==> src/rtl/core/wildcard_byte_pattern_scanner_unit_defines.svh <==
// assertion macros for the wildcard byte pattern scanner
// used by the top level; expects clk and rst_n in the including scope
`ifndef WILDCARD_BYTE_PATTERN_SCANNER_UNIT_DEFINES_SVH
`define WILDCARD_BYTE_PATTERN_SCANNER_UNIT_DEFINES_SVH

// same-cycle implication
`define WBPS_ASSERT_NOW(label, ante, cons, msg) \
    label: assert property (@(posedge clk) disable iff (!rst_n) (ante) |-> (cons)) \
        else $error(msg);

// next-cycle implication
`define WBPS_ASSERT_NEXT(label, ante, cons, msg) \
    label: assert property (@(posedge clk) disable iff (!rst_n) (ante) |=> (cons)) \
        else $error(msg);

`endif

==> src/rtl/core/wbps_pkg.sv <==
// shared types and constants of the wildcard byte pattern scanner
// no dependencies
`default_nettype none

package wbps_pkg;

    localparam int WINDOW_DEPTH = 16;
    localparam int WIN_IDX_W    = 4;
    localparam int LEN_W        = 5;
    localparam int CFG_IDX_W    = 3;
    localparam int CFG_DATA_W   = 64;
    localparam int OFFSET_W     = 32;

    // register indexes
    localparam logic [CFG_IDX_W-1:0] CFG_PAT_LOW  = 3'd0;
    localparam logic [CFG_IDX_W-1:0] CFG_PAT_HIGH = 3'd1;
    localparam logic [CFG_IDX_W-1:0] CFG_WC_MASK  = 3'd2;
    localparam logic [CFG_IDX_W-1:0] CFG_PAT_LEN  = 3'd3;

    typedef logic [WINDOW_DEPTH-1:0][7:0] window_t;

    typedef struct packed {
        logic [63:0]      pattern_low;
        logic [63:0]      pattern_high;
        logic [15:0]      wildcard_mask;
        logic [LEN_W-1:0] eff_len;
    } cfg_t;

    // one word sitting in the input stage
    typedef struct packed {
        window_t             window;
        logic [LEN_W-1:0]    fill;
        logic [OFFSET_W-1:0] offset;
        logic                last;
        logic                valid;
    } stage_t;

endpackage

`default_nettype wire

==> src/rtl/core/wbps_cfg.sv <==
// configuration registers and effective pattern length
// depends on wbps_pkg
`default_nettype none

module wbps_cfg #(
    parameter int PATTERN_MAX = 16
) (
    input  wire                                clk,
    input  wire                                rst_n,
    input  wire                                wr_en,
    input  wire [wbps_pkg::CFG_IDX_W-1:0]      wr_index,
    input  wire [wbps_pkg::CFG_DATA_W-1:0]     wr_data,
    output wbps_pkg::cfg_t                     cfg
);

    localparam int LIMIT = (PATTERN_MAX < wbps_pkg::WINDOW_DEPTH) ?
                           PATTERN_MAX : wbps_pkg::WINDOW_DEPTH;
    localparam logic [wbps_pkg::LEN_W-1:0] LIMIT_LEN = wbps_pkg::LEN_W'(LIMIT);

    logic [63:0]                 pattern_low_reg;
    logic [63:0]                 pattern_high_reg;
    logic [15:0]                 wildcard_mask_reg;
    logic [wbps_pkg::LEN_W-1:0]  pattern_length_reg;

    always_ff @(posedge clk or negedge rst_n)
    begin
        if (!rst_n)
        begin
            pattern_low_reg    <= '0;
            pattern_high_reg   <= '0;
            wildcard_mask_reg  <= '0;
            pattern_length_reg <= wbps_pkg::LEN_W'(1);
        end
        else if (wr_en)
        begin
            unique case (wr_index)
                wbps_pkg::CFG_PAT_LOW:  pattern_low_reg    <= wr_data;
                wbps_pkg::CFG_PAT_HIGH: pattern_high_reg   <= wr_data;
                wbps_pkg::CFG_WC_MASK:  wildcard_mask_reg  <= wr_data[15:0];
                wbps_pkg::CFG_PAT_LEN:  pattern_length_reg <= wr_data[wbps_pkg::LEN_W-1:0];
                default: ;
            endcase
        end
    end

    always_comb
    begin
        cfg.pattern_low   = pattern_low_reg;
        cfg.pattern_high  = pattern_high_reg;
        cfg.wildcard_mask = wildcard_mask_reg;
        // zero length acts as one, oversize clamps to LIMIT
        if (pattern_length_reg == '0)
            cfg.eff_len = wbps_pkg::LEN_W'(1);
        else if (pattern_length_reg > LIMIT_LEN)
            cfg.eff_len = LIMIT_LEN;
        else
            cfg.eff_len = pattern_length_reg;
    end

endmodule

`default_nettype wire

==> src/rtl/core/wbps_window.sv <==
// input stage: byte window shift line, fill count and byte offset
// depends on wbps_pkg
`default_nettype none

module wbps_window (
    input  wire                     clk,
    input  wire                     rst_n,
    input  wire                     load,
    input  wire                     drain,
    input  wire [7:0]               data_byte,
    input  wire                     last_byte,
    output wbps_pkg::stage_t        stage
);

    localparam int D = wbps_pkg::WINDOW_DEPTH;
    localparam logic [wbps_pkg::LEN_W-1:0] FULL = wbps_pkg::LEN_W'(D);

    wbps_pkg::window_t               window_reg;
    logic [wbps_pkg::LEN_W-1:0]      fill_reg;
    logic [wbps_pkg::OFFSET_W-1:0]   offset_reg;
    logic                            last_reg;
    logic                            valid_reg;

    logic [wbps_pkg::LEN_W-1:0]      fill_next;
    logic [wbps_pkg::OFFSET_W-1:0]   offset_next;

    // last_reg comes out of reset set so the first byte starts a fresh scan
    always_comb
    begin
        if (last_reg)
        begin
            fill_next   = wbps_pkg::LEN_W'(1);
            offset_next = '0;
        end
        else
        begin
            fill_next   = (fill_reg == FULL) ? FULL : fill_reg + wbps_pkg::LEN_W'(1);
            offset_next = offset_reg + wbps_pkg::OFFSET_W'(1);
        end
    end

    always_ff @(posedge clk or negedge rst_n)
    begin
        if (!rst_n)
        begin
            fill_reg   <= '0;
            offset_reg <= '0;
            last_reg   <= 1'b1;
            valid_reg  <= 1'b0;
        end
        else
        begin
            if (load)
            begin
                fill_reg   <= fill_next;
                offset_reg <= offset_next;
                last_reg   <= last_byte;
                valid_reg  <= 1'b1;
            end
            else if (drain)
            begin
                valid_reg  <= 1'b0;
            end
        end
    end

    // entries past the fill count are never compared
    always_ff @(posedge clk)
    begin
        if (load)
            window_reg <= {window_reg[D-2:0], data_byte};
    end

    assign stage.window = window_reg;
    assign stage.fill   = fill_reg;
    assign stage.offset = offset_reg;
    assign stage.last   = last_reg;
    assign stage.valid  = valid_reg;

endmodule

`default_nettype wire

==> src/rtl/core/wbps_match.sv <==
// parallel masked compare of the byte window against the pattern
// depends on wbps_pkg
`default_nettype none

module wbps_match (
    input  wire wbps_pkg::window_t        window,
    input  wire [wbps_pkg::LEN_W-1:0]     fill,
    input  wire wbps_pkg::cfg_t           cfg,
    output logic                          hit
);

    localparam int D = wbps_pkg::WINDOW_DEPTH;

    logic [2*64-1:0] pattern;
    logic [D-1:0]    lane_ok;

    assign pattern = {cfg.pattern_high, cfg.pattern_low};

    // pattern byte k lines up with the byte received len-1-k words ago
    always_comb
    begin
        logic [wbps_pkg::LEN_W-1:0] lane_dist;
        lane_dist = '0;
        for (int k = 0; k < D; k++)
        begin
            lane_dist = cfg.eff_len - wbps_pkg::LEN_W'(k) - wbps_pkg::LEN_W'(1);
            if (wbps_pkg::LEN_W'(k) >= cfg.eff_len || cfg.wildcard_mask[k])
                lane_ok[k] = 1'b1;
            else
                lane_ok[k] = (window[lane_dist[wbps_pkg::WIN_IDX_W-1:0]] == pattern[k*8 +: 8]);
        end
    end

    assign hit = (fill >= cfg.eff_len) && (&lane_ok);

endmodule

`default_nettype wire

==> src/rtl/core/wildcard_byte_pattern_scanner_unit.sv <==
// Wildcard byte pattern scanner, top level.
//
// Usage: image bytes enter on the input channel (in_valid / in_stall) with
// last_byte on the final byte of an image. Every byte gives one result word
// on the output channel (out_valid / out_stall): match_here marks the byte
// that completes the first match of the scan, match_offset holds its start
// offset once found_any is set, scan_done repeats last_byte. The byte after a
// last byte opens a new scan at offset zero.
// Pattern, wildcard mask and length are written over the cfg channel
// (cfg_index 0..3, always ready) while the scanner is idle.
// An accepted byte is held in the input register and its result in the
// result register, two registers deep. Throughput: one byte per cycle unless
// out_stall holds it, kept there by the single compare stage between them.
// Reset clears the scan state, sets length 1 and empties both stages.
// When the receiver stalls the result holds; one more byte is taken into the
// input stage, after which in_stall follows out_stall.
`default_nettype none

module wildcard_byte_pattern_scanner_unit #(
    parameter int PATTERN_MAX = 16
) (
    input  wire                                clk,
    input  wire                                rst_n,
    input  wire                                cfg_valid,
    output logic                               cfg_ready,
    input  wire [wbps_pkg::CFG_IDX_W-1:0]      cfg_index,
    input  wire [wbps_pkg::CFG_DATA_W-1:0]     cfg_data,
    input  wire                                in_valid,
    output logic                               in_stall,
    input  wire [7:0]                          data_byte,
    input  wire                                last_byte,
    output logic                               out_valid,
    input  wire                                out_stall,
    output logic                               match_here,
    output logic [wbps_pkg::OFFSET_W-1:0]      match_offset,
    output logic                               scan_done,
    output logic                               found_any
);

`include "wildcard_byte_pattern_scanner_unit_defines.svh"

    wbps_pkg::cfg_t    cfg;
    wbps_pkg::stage_t  stage;

    logic out_free;
    logic in_accept;
    logic advance;
    logic window_hit;
    logic first_hit;
    logic found_now;

    logic [wbps_pkg::OFFSET_W-1:0] offset_now;

    logic                           found_latch_reg;
    logic [wbps_pkg::OFFSET_W-1:0]  first_offset_reg;
    logic                           out_valid_reg;
    logic                           match_here_reg;
    logic [wbps_pkg::OFFSET_W-1:0]  match_offset_reg;
    logic                           scan_done_reg;
    logic                           found_any_reg;

    assign cfg_ready = 1'b1;

    wbps_cfg #(
        .PATTERN_MAX (PATTERN_MAX)
    ) u_cfg (
        .clk      (clk),
        .rst_n    (rst_n),
        .wr_en    (cfg_valid & cfg_ready),
        .wr_index (cfg_index),
        .wr_data  (cfg_data),
        .cfg      (cfg)
    );

    assign out_free  = !out_valid_reg || !out_stall;
    assign advance   = stage.valid && out_free;
    assign in_stall  = stage.valid && !out_free;
    assign in_accept = in_valid && !in_stall;

    wbps_window u_window (
        .clk       (clk),
        .rst_n     (rst_n),
        .load      (in_accept),
        .drain     (advance),
        .data_byte (data_byte),
        .last_byte (last_byte),
        .stage     (stage)
    );

    wbps_match u_match (
        .window (stage.window),
        .fill   (stage.fill),
        .cfg    (cfg),
        .hit    (window_hit)
    );

    assign first_hit  = window_hit && !found_latch_reg;
    assign found_now  = found_latch_reg || first_hit;
    assign offset_now = first_hit ?
                        stage.offset - wbps_pkg::OFFSET_W'(cfg.eff_len - wbps_pkg::LEN_W'(1)) :
                        first_offset_reg;

    always_ff @(posedge clk or negedge rst_n)
    begin
        if (!rst_n)
        begin
            found_latch_reg  <= 1'b0;
            first_offset_reg <= '0;
            out_valid_reg    <= 1'b0;
        end
        else
        begin
            if (advance)
            begin
                found_latch_reg  <= found_now && !stage.last;
                first_offset_reg <= offset_now;
                out_valid_reg    <= 1'b1;
            end
            else if (!out_stall)
            begin
                out_valid_reg    <= 1'b0;
            end
        end
    end

    always_ff @(posedge clk)
    begin
        if (advance)
        begin
            match_here_reg   <= first_hit;
            match_offset_reg <= found_now ? offset_now : '0;
            scan_done_reg    <= stage.last;
            found_any_reg    <= found_now;
        end
    end

    assign out_valid    = out_valid_reg;
    assign match_here   = match_here_reg;
    assign match_offset = match_offset_reg;
    assign scan_done    = scan_done_reg;
    assign found_any    = found_any_reg;

    `WBPS_ASSERT_NOW(a_hit_sets_found, out_valid && match_here, found_any,
        "match_here without found_any")
    `WBPS_ASSERT_NOW(a_offset_zero_when_none, out_valid && !found_any, match_offset == '0,
        "nonzero offset before any match")
    `WBPS_ASSERT_NEXT(a_stage_held, stage.valid && !advance, stage.valid,
        "input stage word dropped while blocked")

endmodule

`default_nettype wire

==> config.mk <==
export PLATFORM = sky130hd
export DESIGN_NAME = wildcard_byte_pattern_scanner_unit
export DESIGN_NICKNAME = d
export VERILOG_FILES = /design/src/rtl/core/wbps_pkg.sv /design/src/rtl/core/wbps_cfg.sv /design/src/rtl/core/wbps_window.sv /design/src/rtl/core/wbps_match.sv /design/src/rtl/core/wildcard_byte_pattern_scanner_unit.sv
export VERILOG_INCLUDE_DIRS = /design/src /design/src/rtl/core
export SDC_FILE = /design/constraint.sdc
export NUM_CORES = 1
export LEC_CHECK = 0
export ABC_CLOCK_PERIOD_IN_PS = 13500
export BUFFER_PORTS_ARGS = -buffer_cell sky130_fd_sc_hd__buf_2
export CAP_MARGIN = 20
export CELL_PAD_IN_SITES_DETAIL_PLACEMENT = 1
export CELL_PAD_IN_SITES_GLOBAL_PLACEMENT = 1
export CORE_MARGIN = 1.5
export CORE_UTILIZATION = 56
export DETAILED_ROUTE_END_ITERATION = 8
export GPL_TIMING_DRIVEN = 1
export PLACE_DENSITY_LB_ADDON = 0.2
export SETUP_SLACK_MARGIN = 0.02
export SKIP_LAST_GASP = 1
export SYNTH_ARGS = -nofsm -noshare
export SYNTH_HDL_FRONTEND = slang
export SYNTH_SLANG_ARGS = --single-unit
==> constraint.sdc <==
create_clock -name clk -period 13.5 [get_ports clk]
set_input_delay 2.7 -clock clk [delete_from_list [all_inputs] [get_ports clk]]
set_output_delay 2.7 -clock clk [all_outputs]
set_load 0.02 [all_outputs]
# Yosys cells after proc, flatten, opt, wreduce, memory -nomap -nowiden
# Cells that the tools add are included.
# W data, S select, Z words.
[word_totals]
register_bits = 385
wordCells = 216
[classes]
addsub = 34
magnitude_cmp = 34
n_eq_ne = 21
mux = 58
n_reduce_logical = 38
[op_table]
columns = ["operator", "count"]
rows = [
  ["$bmux W8 S4", 16],
  ["$eq A8 B8 Y1", 16],
  ["$mux W8", 16],
  ["$lt A4 B5 Y1 const B", 16],
  ["$mux W32", 2],
  ["$sub A4 B1 Y4 const B", 16],
  ["$ge A4 B5 Y1 const A", 8],
  ["$add A32 B1 Y32 const B", 1],
  ["$sub A32 B32 Y32", 1],
  ["$sub A4 B4 Y4 const B", 8],
  ["$ge A3 B5 Y1 const A", 4],
  ["$mux W1", 20],
  ["$mux W5", 4],
  ["$logic_or A1 B1 Y1", 18],
  ["$reduce_and A16 Y1", 1],
  ["$sub A4 B3 Y4 const B", 4],
  ["$ge A1 B5 Y1 const A", 2],
  ["$ge A2 B5 Y1 const A", 2],
  ["$reduce_and A2 Y1", 4],
  ["$sub A4 B2 Y4 const B", 2],
  ["$eq A3 B2 Y1 const B", 2],
  ["$logic_and A1 B1 Y1", 6],
  ["$logic_not A1 Y1", 6],
  ["$sub A5 B1 Y6 const B", 1],
  ["other kinds (9)", 9],
]

# Depth between registers and ports, before layout
# Gate-level depths: netlist of the first run.
[depth]
depth_word = 14
ltp_mapped = 25

# Hierarchy
# A second synthesis of the first run with hierarchy kept.
[hier_totals]
cells_unflattened = 1930
hier_area_um2 = 25668.4
[modules_own_cells]
columns = ["mod", "instances", "cells_each", "area_each_um2", "seq_area_each_um2"]
rows = [
  ["wbps_match", 1, 774, 8927.3, 0.0],
  ["wbps_cfg", 1, 325, 6208.5, 3729.8],
  ["wbps_window", 1, 357, 6025.8, 4820.9],
  ["wildcard_byte_pattern_scanner_unit", 1, 474, 4506.8, 1901.8],
]

# Worst setup path after synthesis of the first run
# No wires, ideal clock.
[synth_path]
path_type = "input to register"
startpoint = "input port out_stall"
endpoint = "register u_window.offset_reg[3] in the netlist's numbering"
setup_ns = 0.109
arrival_time_ns = 7.330
t_required_ns = 13.391
slack_ns = 6.061
stages = 6
path_cell_list = "nand3_1 -> nand2_1 -> inv_1 -> clkbuf_1 -> nand2_1 -> o31ai_1"
[synth_via]
elab_chain_cells = 6
[synth_lines]
columns = ["element", "line", "rtl"]
rows = [
  ["start: declaration", "wildcard_byte_pattern_scanner_unit.sv:33", "input wire out_stall,"],
  ["$logic_not A1 Y1", "--", ""],
  ["$logic_or A1 B1 Y1", "wildcard_byte_pattern_scanner_unit.sv:75", "assign out_free = !out_valid_reg || !out_stall;"],
  ["$logic_not A1 Y1", "wildcard_byte_pattern_scanner_unit.sv:77", "assign in_stall = stage.valid && !out_free;"],
  ["$logic_and A1 B1 Y1", "wildcard_byte_pattern_scanner_unit.sv:77", ""],
  ["$logic_not A1 Y1", "wildcard_byte_pattern_scanner_unit.sv:78", "assign in_accept = in_valid && !in_stall;"],
  ["$logic_and A1 B1 Y1", "wildcard_byte_pattern_scanner_unit.sv:78", ""],
  ["via in_accept", "wildcard_byte_pattern_scanner_unit.sv:46", "logic in_accept;"],
  ["end signal: assignment", "wbps_window.sv:56", "offset_reg <= offset_next;"],
  ["end: declaration", "wbps_window.sv:20", "logic [wbps_pkg::OFFSET_W-1:0] offset_reg;"],
]
# The timed path passes the listed nets, and every way through them passes these cells.
# A chain may end at the register's enable or synchronous reset.

# Worst setup path after layout of the first run
[layout_path]
startpoint = "register u_cfg.pattern_length_reg[4] in the netlist's numbering"
endpoint = "register first_offset_reg[20] in the netlist's numbering"
[layout_via]
elab_chain_cells = 13
word_cells_on_any_way = 137
classes_between = "add/sub: 32; order compare: 18; eq/ne: 16; mux: 51; reduce/logical: 20"
[layout_lines]
columns = ["element", "line", "rtl"]
rows = [
  ["start: declaration", "wbps_cfg.sv:23", "logic [wbps_pkg::LEN_W-1:0] pattern_length_reg;"],
  ["start signal: assignment", "wbps_cfg.sv:32", "pattern_length_reg <= wbps_pkg::LEN_W'(1);"],
  ["start signal: assignment", "wbps_cfg.sv:40", "wbps_pkg::CFG_PAT_LEN: pattern_length_reg <= wr_data[wbps_pkg::LEN_W-1:0];"],
  ["$gt A5 B5 Y1", "wbps_cfg.sv:54", "else if (pattern_length_reg > LIMIT_LEN)"],
  ["$mux W5", "wbps_cfg.sv:54", ""],
  ["$mux W5 *", "wbps_cfg.sv:52", "if (pattern_length_reg == '0)"],
  ["$sub A4 B1 Y4, or another cell as far along", "wbps_match.sv:26", "lane_dist = cfg.eff_len - wbps_pkg::LEN_W'(k) - wbps_pkg::LEN_W'(1);"],
  ["$sub A4 B1 Y4", "wbps_match.sv:26", ""],
  ["$bmux W8 S4", "wbps_match.sv:30", "lane_ok[k] = (window[lane_dist[wbps_pkg::WIN_IDX_W-1:0]] == pattern[k*8 +: 8]);"],
  ["$mux W8 (implied by the code)", "wbps_match.sv:30", ""],
  ["$eq A8 B8 Y1", "wbps_match.sv:30", ""],
  ["$mux W1", "wbps_match.sv:27", "if (wbps_pkg::LEN_W'(k) >= cfg.eff_len || cfg.wildcard_mask[k])"],
  ["$reduce_and A16 Y1", "wbps_match.sv:34", "assign hit = (fill >= cfg.eff_len) && (&lane_ok);"],
  ["$logic_and A1 B1 Y1", "wbps_match.sv:34", ""],
  ["$logic_and A1 B1 Y1", "wildcard_byte_pattern_scanner_unit.sv:97", "assign first_hit = window_hit && !found_latch_reg;"],
  ["$mux W32 *", "wildcard_byte_pattern_scanner_unit.sv:99", "assign offset_now = first_hit ?"],
  ["end signal: assignment", "wildcard_byte_pattern_scanner_unit.sv:116", "first_offset_reg <= offset_now;"],
  ["end: declaration", "wildcard_byte_pattern_scanner_unit.sv:55", "logic [wbps_pkg::OFFSET_W-1:0] first_offset_reg;"],
]
# Every way passes the cells marked *; elsewhere a longest branch is shown, timed or not. The select of a mux whose other input is x is not followed.

==> reports/qor.csv, run 1 <==
metric,value,unit
PostCTS Resize Cnt,0,
Hold Crit Start,first_offset_reg[25],
WHS Endpoint,first_offset_reg[25],
Tmin final,8.10,ns
hold path depth,1,
CP top delay family,simple AND/OR/NAND/NOR gates,
highest cell delay on the worst timing path,0.85,ns
die area,43900,um^2
final routed DRC violation total,0,
remaining global-route overflow,0,
R2R Setup Slk,5.40,ns
vias in the first global route,18800,
"Hold-fix buffers, CTS",0,
first drt pass iteration count,5,
crit-path cells,inv_2 > nand2_1 > clkinv_1 > buf_4 > ha_1 > o211ai_1 > nand2_1 > nor2_1 > a221oi_1 > xnor2_1 > nor4_1 > a221o_1 > nand4_1 > nor4_4 > nand4_2 > buf_4 > mux2_1,
FF-to-FF path depth,17,
core area,42000,um^2
max cap viols,0,
GP Congestion,0.937,
Crit Path Max Fanout,36,
htree depth,2,
P_leak,10.8,nW
worst IR drop on VDD,0.000134,V
Final Cycle Share,60.0,%
Cell Pwr Density,199,nW/um^2
kind of critical path,flip-flop to flip-flop,
"flops & latches, synth",385,
Post-synth EDFFs,163,
first-pass GRT wire length,118000,um
share of layout cells above drive strength 1,30.4,%
Logic pwr share,48.1,%
initial core utilization,56.9,%
Die Y-Extent,210,um
CP startpoint kind,flip-flop,
fin. max-slew vios,0,
Syn Nets,1988,
clock sinks,385,
Worst-path clk slew,0.06,ns
"commonest non-fill, non-tap cell in the layout",dfrtp_1,
Vias,17600,
Nets,2075,
total CTS buffers,43,
setup TNS,0,ns
Clock Skew,0.0346,ns
Largest register FFs,128,
Sw Pwr,0.00210,W
"Avg Cell Area, Syn",12.9,um^2
Reg-to-Reg Start,u_cfg.pattern_length_reg[4],
Post-CTS Setup Bufs,0,
CTS tree,yes,
Synth Flop Type,dfrtp_1,
"Hold Vio Cnt, Final",0,
pre-CTS setup slack,5.72,ns
Buffers on Ports,117,
Vias/cell,6.98,
switching part of the total,39.8,%
slew margin rel.,28.1,%
GRT Util Overall,36.0,%
Rows,75,
dpl hpwl,54200,um
asr flop ratio synth,57.7,%
Post-Syn Instances,1854,
clk buf depth,3,
"antenna viol nets, final",0,
Chip Width,210,um
CP Capture Type,flip-flop,
outcome,"finished, final reports clean",
initial antenna violation count,4,
Post-Synthesis Cell Area,23900,um^2
internal power,0.00317,W
worst-margin pin slew,1.08,ns
DRT iter0 DRCs,1813,
later-pin clock latency in the skew report,0.59,ns
CP required,13.95,ns
Routed WL,77000,um
io pins,119,
crit path max-delay cell type,nor4_4,
Clock Tree Root,clkbuf_16,
Setup WS post-layout,5.40,ns
power share of the clock group,22.4,%
Synth cell types,71,
drt wl/cell,30.6,um
synth warn,0,
Hold Path Class,flip-flop to flip-flop,
# fillers,4043,
Sequential Power Share,29.6,%
Crit path arrival time,8.55,ns
RR Endpoint,first_offset_reg[20],
area grow syn2layout,11.1,%
largest net degree at the start of global routing,90,
crit path buf inv count,4,
Final setup viols,0,
"commonest non-fill, non-tap cells in the layout","220 x dfrtp_1, 192 x mux4_2, 171 x nand2_1",
"Seq/Total Area, Yosys",43.7,%
RSZ-0062 raised after global routing,no,
Max Clk Rate,0.123,GHz
[synthesized netlist by cell type, types with 11 or more instances]
master / number / share of area, %
a31oi_1: 13 / 0.34
nand3_1: 31 / 0.65
a21o_1: 23 / 0.72
nor4_1: 18 / 0.47
nand2_1: 171 / 2.7
mux4_2: 192 / 18
and3_1: 14 / 0.37
mux2_1: 16 / 0.75
a221oi_1: 14 / 0.51
nand4_1: 20 / 0.52
nor2_1: 47 / 0.74
o21ai_0: 65 / 1.4
mux2i_1: 61 / 2.6
ha_1: 53 / 2.8
a21oi_1: 105 / 2.2
clkbuf_1: 75 / 1.2
dfrtp_1: 220 / 23
nand2b_1: 11 / 0.29
xor2_1: 92 / 3.4
a22oi_1: 32 / 1.0
buf_1: 14 / 0.22
xnor2_1: 99 / 3.6
inv_1: 28 / 0.44
mux2_2: 151 / 7.1
edfxtp_1: 163 / 20
[layer usage]
layer	share of wire (%)	vias up	GRT usage [%]
li1	-	7326	-
met1	35	9059	43.0
met2	50	902	60.8
met3	7.3	288	6.16
met4	7.6	2	23.0
met5	0.019	-	0
[how the worst max path moves through the flow]
stage                                      startpoint                     end  cells past startpoint
after floorplan                             out_stall  u_window.offset_reg[3]                      6
after global placement    u_cfg.pattern_length_reg[4]    first_offset_reg[24]                     17
after detailed placement  u_cfg.pattern_length_reg[4]    first_offset_reg[19]                     17
after CTS                 u_cfg.pattern_length_reg[4]    first_offset_reg[20]                     15
after global routing      u_cfg.pattern_length_reg[4]        match_offset[18]                     16
final                     u_cfg.pattern_length_reg[4]    first_offset_reg[20]                     17
[logic make-up after synthesis]
family / Yosys count / synth area share [%]
other cells: 1 / 0.0157
compound gates: 305 / 8.03
fa+ha+maj: 53 / 2.77
xor+xnor: 192 / 7.07
mux: 429 / 29.1
buf+inv: 140 / 2.45
simple gates: 349 / 6.87
flops: 385 / 43.7
[through the flow]
step | cells | hold slack, ns | util (%) | area [um^2] | power, W
final | 2517 | 0.491 | 63.2 | 26600 | 0.00527
after global routing | 2515 | 0.509 | 63.1 | 26500 | 0.00546
after CTS | 2512 | 0.496 | 62.9 | 26500 | 0.00523
after detailed placement | 2432 | 0.482 | 59.6 | 25100 | 0.00400
after global placement | 2431 | 0.466 | 59.6 | 25000 | 0.00388
after floorplan | 1854 | 0.449 | - | 23900 | 0.00326
[power groups by stage]
stage / Sequential (W) / Combinational (W) / Clock [W]
after floorplan: 0.00151 / 0.00175 / 0
after global placement: 0.00156 / 0.00232 / 0
after detailed placement: 0.00157 / 0.00243 / 0
after CTS: 0.00156 / 0.00248 / 0.00120
after global routing: 0.00157 / 0.00265 / 0.00123
final: 0.00156 / 0.00253 / 0.00118
[cell type report]
class / instances / area [um^2] / area share (%)
antenna: 2 / 5.00 / 0.0189
clock buffer: 63 / 1250 / 4.72
clock inverter: 17 / 149 / 0.561
inverter: 32 / 125 / 0.471
multi-input combinational: 1329 / 13000 / 48.9
sequential: 385 / 10500 / 39.4
tap: 539 / 674 / 2.54
timing repair buffer: 150 / 911 / 3.43
(Power assumes the default switching activity.)
==> run 2, diff against run 1 <==
--- a/config.mk
+++ b/config.mk
@@ -6,13 +6,13 @@
 export SDC_FILE = /design/constraint.sdc
 export NUM_CORES = 1
 export LEC_CHECK = 0
-export ABC_CLOCK_PERIOD_IN_PS = 13500
+export ABC_CLOCK_PERIOD_IN_PS = 7000
 export BUFFER_PORTS_ARGS = -buffer_cell sky130_fd_sc_hd__buf_2
 export CAP_MARGIN = 20
 export CELL_PAD_IN_SITES_DETAIL_PLACEMENT = 1
 export CELL_PAD_IN_SITES_GLOBAL_PLACEMENT = 1
 export CORE_MARGIN = 1.5
-export CORE_UTILIZATION = 56
+export CORE_UTILIZATION = 47
 export DETAILED_ROUTE_END_ITERATION = 8
 export GPL_TIMING_DRIVEN = 1
 export PLACE_DENSITY_LB_ADDON = 0.2
==> constraint.sdc (replaced) <==
create_clock -name clk -period 7 [get_ports clk]
set_input_delay 1.4 -clock clk [delete_from_list [all_inputs] [get_ports clk]]
set_output_delay 1.4 -clock clk [all_outputs]
set_load 0.02 [all_outputs]
==> reports/qor.csv, run 2 (same netlist as run 1, synthesis figures left out) <==
metric,value,unit,change
Buffers on Ports,117,,unchanged
CP startpoint kind,flip-flop,,
Finished Layout Cells,2665,,+5.9%
CP Capture Type,flip-flop,,
"commonest non-fill, non-tap cells in the layout","220 x dfrtp_1, 192 x mux4_2, 170 x nand2_1",,
"Hold-fix buffers, CTS",0,,unchanged
Hold Path Class,flip-flop to flip-flop,,
Clock Skew,0.0330,ns,-0.00167 ns
hold path depth,1,,unchanged
drt wl/cell,27.9,um,-8.8%
worst IR drop on VDD,0.000233,V,+74%
Rows,82,,+9.3%
Routed WL,74400,um,-3.5%
Max Clk Rate,0.154,GHz,+25%
PostCTS Resize Cnt,0,,unchanged
crit path max-delay cell type,dfrtp_1,,
Vias/cell,6.41,,-8.2%
clk buf depth,3,,unchanged
Die Y-Extent,229,um,+9.0%
Worst-path clk slew,0.06,ns,about the same
worst-margin pin slew,1.13,ns,+0.0547 ns
fin. max-slew vios,0,,unchanged
first drt pass iteration count,7,,+2
register area,10500,um^2,unchanged
clock sinks,385,,unchanged
dpl hpwl,53800,um,-0.69%
kind of critical path,flip-flop to flip-flop,,
DRT iter0 DRCs,1629,,-10%
CP required,7.39,ns,-6.56 ns
area of the multi-input gates,13000,um^2,about the same
Final Cycle Share,92.5,%,+32 points
Crit path arrival time,6.87,ns,-1.68 ns
area grow syn2layout,12.2,%,
Nets,2089,,+0.67%
first-pass GRT wire length,114000,um,-3.4%
largest net degree at the start of global routing,149,,+66%
Crit Path Max Fanout,24,,-33%
CTS tree,yes,,
# fillers,5059,,+25%
die area,52200,um^2,+19%
Tmin final,6.48,ns,-1.63 ns
setup TNS,0,ns,unchanged
GP Congestion,0.912,,-2.7%
Clock Tree Root,clkbuf_16,,
"commonest non-fill, non-tap cell in the layout",dfrtp_1,,
Largest register FFs,128,,unchanged
Vias,17100,,-2.8%
"Hold Vio Cnt, Final",0,,unchanged
Post-CTS Setup Bufs,0,,unchanged
n_diodes,0,,-2
core area,50200,um^2,+19%
total CTS buffers,46,,+7.0%
htree depth,2,,unchanged
final routed DRC violation total,0,,unchanged
later-pin clock latency in the skew report,0.61,ns,+0.02 ns
"antenna viol nets, final",0,,unchanged
crit-path cells,nor3_4 > o21a_4 > ha_1 > or2_2 > a21oi_4 > buf_12 > a21oi_1 > a22oi_1 > mux4_2 > xnor2_1 > nand4_1 > o21ai_0 > nand4_1 > nor4_4 > nand2_2 > o31ai_1,,
max cap viols,0,,unchanged
Final setup viols,0,,unchanged
Cell Pwr Density,373,nW/um^2,+88%
vias in the first global route,18100,,-3.5%
P_leak,10.8,nW,+0.54%
RSZ-0062 raised after global routing,no,,
FF-to-FF path depth,16,,-1
remaining global-route overflow,0,,unchanged
io pins,119,,unchanged
"most used cell, CP",nand4_1,,
initial core utilization,47.7,%,-9.2 points
highest cell delay on the worst timing path,0.70,ns,-0.15 ns
initial antenna violation count,0,,-4
Placed Cells,2577,,+6.0%
GRT Util Overall,28.8,%,-7.2 points
outcome,"finished, final reports clean",,
slew margin rel.,23.8,%,-4.2 points
share of layout cells above drive strength 1,30.9,%,+0.49 points
Chip Width,229,um,+9.0%
## run 2: cell types whose count changed in the layout (fill, tap and decap cells not counted), sizes merged
cell,delta
clkinv,+4
buf,+10
a21oi,+1
diode,-2
clkinvlp,+2
## run 2: routing by layer
metal | part of all wire, % | global-route usage, %
met5 | 0 | 0
met4 | 4.2 | 11.5
met3 | 5.5 | 3.47
met2 | 50 | 49.5
met1 | 40 | 37.2
## run 2: per-stage QoR
stage	util, %	hold slack (ns)	worst slack, ns	instance area [um^2]	total power (W)
floorplan	-	0.449	0.557	23900	0.00628
global placement	50.5	0.454	0.362	25300	0.00752
detailed placement	50.5	0.473	0.176	25300	0.00766
CTS	53.4	0.493	0.151	26800	0.0100
global route	53.5	0.511	0.0756	26800	0.0105
finish	53.5	0.485	0.524	26800	0.0100
## run 2: final cells by class
class	instances	area share (%)
multi-input combinational	1330	48.4
clock inverter	23	0.709
inverter	32	0.467
timing repair buffer	160	3.59
sequential	385	39.0
clock buffer	63	4.68
tap	672	3.14
## run 2: critical path, delay by kind of cell, from the launching register on
| kind | cells | cell delay [ns] |
|---|---|---|
| buffers and inverters | 1 | 0.26 |
| xor gates and xnor gates | 1 | 0.12 |
| AOI/OAI and AO/OA | 6 | 2.62 |
| and+or+nand+nor | 6 | 1.89 |
| muxes | 1 | 0.40 |
| DFF | 1 | 0.70 |
| adders and majority gates | 1 | 0.27 |
## run 2: power breakdown
group / internal (W) / switching (W) / total, W
logic: 0.00214 / 0.00255 / 0.00469
registers: 0.00268 / 0.000312 / 0.00299
clock network: 0.00134 / 0.00100 / 0.00234
## run 2: worst paths after layout
| path | startpoint | slack [ns] | end |
|---|---|---|---|
| worst max-delay path | u_cfg.pattern_length_reg[3] | 0.52 | match_offset[30] |
| worst min-delay path | u_window.valid_reg | 0.48 | out_valid |
| worst max register to register | u_cfg.pattern_length_reg[3] | 0.52 | match_offset[30] |
| worst min register to register | u_window.valid_reg | 0.48 | out_valid |
| max in group asynchronous | rst_n | 4.91 | u_cfg.pattern_high_reg[47] |
| min in group asynchronous | rst_n | 0.78 | u_window.offset_reg[29] |
==> run 3, diff against run 2 <==
--- a/config.mk
+++ b/config.mk
@@ -6,17 +6,17 @@
 export SDC_FILE = /design/constraint.sdc
 export NUM_CORES = 1
 export LEC_CHECK = 0
-export ABC_CLOCK_PERIOD_IN_PS = 7000
+export ABC_CLOCK_PERIOD_IN_PS = 6100
 export BUFFER_PORTS_ARGS = -buffer_cell sky130_fd_sc_hd__buf_2
 export CAP_MARGIN = 20
 export CELL_PAD_IN_SITES_DETAIL_PLACEMENT = 1
 export CELL_PAD_IN_SITES_GLOBAL_PLACEMENT = 1
 export CORE_MARGIN = 1.5
-export CORE_UTILIZATION = 47
+export CORE_UTILIZATION = 52
 export DETAILED_ROUTE_END_ITERATION = 8
 export GPL_TIMING_DRIVEN = 1
 export PLACE_DENSITY_LB_ADDON = 0.2
-export SETUP_SLACK_MARGIN = 0.02
+export SETUP_SLACK_MARGIN = 0.05
 export SKIP_LAST_GASP = 1
 export SYNTH_ARGS = -nofsm -noshare
 export SYNTH_HDL_FRONTEND = slang
==> constraint.sdc (replaced) <==
create_clock -name clk -period 6.1 [get_ports clk]
set_input_delay 1.22 -clock clk [delete_from_list [all_inputs] [get_ports clk]]
set_output_delay 1.22 -clock clk [all_outputs]
set_load 0.02 [all_outputs]
==> reports/qor.csv, run 3 (same netlist as run 1, synthesis figures left out) <==
metric,value,unit,change
final instance area,27000,um^2,+0.53%
FF-to-FF path depth,15,,-1
Clock Skew,0.0307,ns,-0.00232 ns
share of layout cells above drive strength 1,31.5,%,+0.66 points
initial antenna violation count,0,,unchanged
Reg-to-Reg Start,u_cfg.pattern_length_reg[1],,
worst-margin pin slew,1.09,ns,-0.0401 ns
switching part of the total,38.5,%,-0.080 points
Chip Width,217,um,-4.9%
"commonest non-fill, non-tap cell in the layout",dfrtp_1,,
RR Endpoint,first_offset_reg[20],,
dpl hpwl,52600,um,-2.3%
Worst-path clk slew,0.06,ns,about the same
io pins,119,,unchanged
fin. max-slew vios,0,,unchanged
Hold Crit Start,first_offset_reg[23],,
CP Capture Type,flip-flop,,
Sw Pwr,0.00456,W,+18%
clk buf depth,3,,unchanged
area grow syn2layout,12.8,%,
highest cell delay on the worst timing path,0.63,ns,-0.07 ns
Final Cycle Share,95.6,%,+3.1 points
Tmin final,5.83,ns,-0.643 ns
max cap viols,0,,unchanged
Largest register FFs,128,,unchanged
total CTS buffers,45,,-2.2%
"most used cell, CP",buf_4,,
WHS Endpoint,first_offset_reg[23],,
slew margin rel.,27.2,%,+3.4 points
Hold Path Class,flip-flop to flip-flop,,
Clock Tree Root,clkbuf_16,,
CTS tree,yes,,
R2R Setup Slk,0.27,ns,-0.26 ns
Cell Pwr Density,439,nW/um^2,+17%
Crit Path Max Fanout,53,,+120%
hold path depth,1,,unchanged
DRT iter0 DRCs,1581,,-2.9%
kind of critical path,flip-flop to flip-flop,,
final routed DRC violation total,0,,unchanged
n_diodes,0,,unchanged
P_leak,10.9,nW,+0.93%
largest net degree at the start of global routing,115,,-23%
later-pin clock latency in the skew report,0.61,ns,about the same
Buffers on Ports,117,,unchanged
Placed Area,25400,um^2,+0.12%
crit-path cells,nor3_4 > o21a_4 > buf_12 > buf_4 > mux4_2 > mux4_2 > xor2_1 > nor4_1 > a221oi_1 > or4_1 > a311oi_2 > buf_4 > nand4_2 > buf_4 > mux2_1,,
Max Clk Rate,0.171,GHz,+11%
"Hold Vio Cnt, Final",0,,unchanged
initial core utilization,52.7,%,+5.0 points
Routed WL,72900,um,-1.9%
core area,45400,um^2,-9.5%
outcome,"finished, final reports clean",,
Sequential Power Share,29.0,%,-0.8 points
remaining global-route overflow,0,,unchanged
Nets,2096,,+0.34%
setup TNS,0,ns,unchanged
# fillers,4452,,-12%
clock sinks,385,,unchanged
htree depth,2,,unchanged
vias in the first global route,18000,,-0.44%
"commonest non-fill, non-tap cells in the layout","220 x dfrtp_1, 192 x mux4_2, 170 x nand2_1",,
CP required,6.56,ns,-0.83 ns
worst IR drop on VDD,0.000295,V,+27%
Post-CTS Setup Bufs,0,,unchanged
crit path max-delay cell type,mux4_2,,
GRT Util Overall,31.6,%,+2.8 points
power share of the clock group,24.3,%,+1.0 points
"antenna viol nets, final",0,,unchanged
RSZ-0062 raised after global routing,no,,
GP Congestion,0.945,,+3.6%
Rows,78,,-4.9%
area of the multi-input gates,13000,um^2,unchanged
"Hold-fix buffers, CTS",0,,unchanged
register area,10500,um^2,unchanged
PostCTS Resize Cnt,0,,unchanged
Die Y-Extent,217,um,-4.9%
first drt pass iteration count,5,,-2
internal power,0.00727,W,+18%
Vias/cell,6.61,,+3.2%
Logic pwr share,46.8,%,about the same
drt wl/cell,28.1,um,+0.57%
Crit path arrival time,6.29,ns,-0.58 ns
Vias,17200,,+0.61%
die area,47300,um^2,-9.5%
Final setup viols,0,,unchanged
first-pass GRT wire length,112000,um,-1.4%
CP startpoint kind,flip-flop,,
==> run 3: changes by cell type in the layout (fill, tap and decap cells not counted), moves of 2 or more <==
| cell | change |
|---|---|
| clkbuf_1 | -9 |
| buf_4 | +7 |
| clkinv_2 | -5 |
| bufinv_16 | +4 |
| clkinvlp_4 | +3 |
| buf_12 | +2 |
| clkinv_1 | +2 |
==> run 3: metrics by stage <==
stage,utilization (%),total power [W],hold slack (ns),std cells,worst slack (ns)
6_report,59.4,0.0118,0.494,2599,0.267
2_1_floorplan,-,0.00721,0.449,1854,0.141
5_1_grt,59.4,0.0123,0.511,2599,0.0489
4_1_cts,59.4,0.0118,0.497,2599,0.0803
3_5_place_dp,55.9,0.00887,0.484,2515,0.179
3_3_place_gp,55.9,0.00872,0.461,2514,0.230
==> run 3: how the worst max path moves through the flow <==
| stage | depth (start not counted) | start | endpoint | slack, ns |
|---|---|---|---|---|
| finish | 15 | u_cfg.pattern_length_reg[1] | first_offset_reg[20] | 0.27 |
| CTS | 15 | u_cfg.pattern_length_reg[1] | match_offset[30] | 0.08 |
| floorplan | 6 | out_stall | u_window.offset_reg[3] | 0.14 |
| global placement | 15 | u_cfg.pattern_length_reg[1] | match_offset[30] | 0.23 |
| detailed placement | 15 | u_cfg.pattern_length_reg[1] | match_offset[30] | 0.18 |
| global route | 18 | u_cfg.pattern_length_reg[1] | match_offset[30] | 0.05 |
==> run 3: power by group through the flow <==
stage | Combinational (W) | Sequential [W] | Clock, W
after global routing | 0.00585 | 0.00346 | 0.00301
after CTS | 0.00547 | 0.00342 | 0.00292
after detailed placement | 0.00541 | 0.00346 | 0
after floorplan | 0.00388 | 0.00333 | 0
final | 0.00553 | 0.00342 | 0.00287
after global placement | 0.00528 | 0.00344 | 0
==> run 3: critical path, delay by kind of cell (launching register included) <==
family | cells | cell delay, ns
xor gates and xnor gates | 1 | 0.18
AOI/OAI and AO/OA | 3 | 0.63
DFF | 1 | 0.47
buffers and inverters | 4 | 1.32
muxes | 3 | 1.55
and+or+nand+nor | 4 | 1.44
==> run 3: area by class of cell <==
class                   count  area share, %
multi-input cells        1329           48.2
clock inverters            29           1.25
inverters                  32          0.464
clock buffers              55           4.58
well taps                 600           2.78
flip-flops and latches    385           38.8
repair buffers            169           3.96
==> run 3: layer usage <==
layer / vias to the layer above / share of wire [%] / GRT usage, % / wire (um)
li1: 7366 / - / - / -
met2: 777 / 49 / 52.5 / 35900
met5: - / 0 / 0 / 0
met1: 8844 / 37 / 38.7 / 27200
met3: 195 / 6.7 / 5.59 / 4880
met4: 0 / 6.8 / 18.9 / 4960
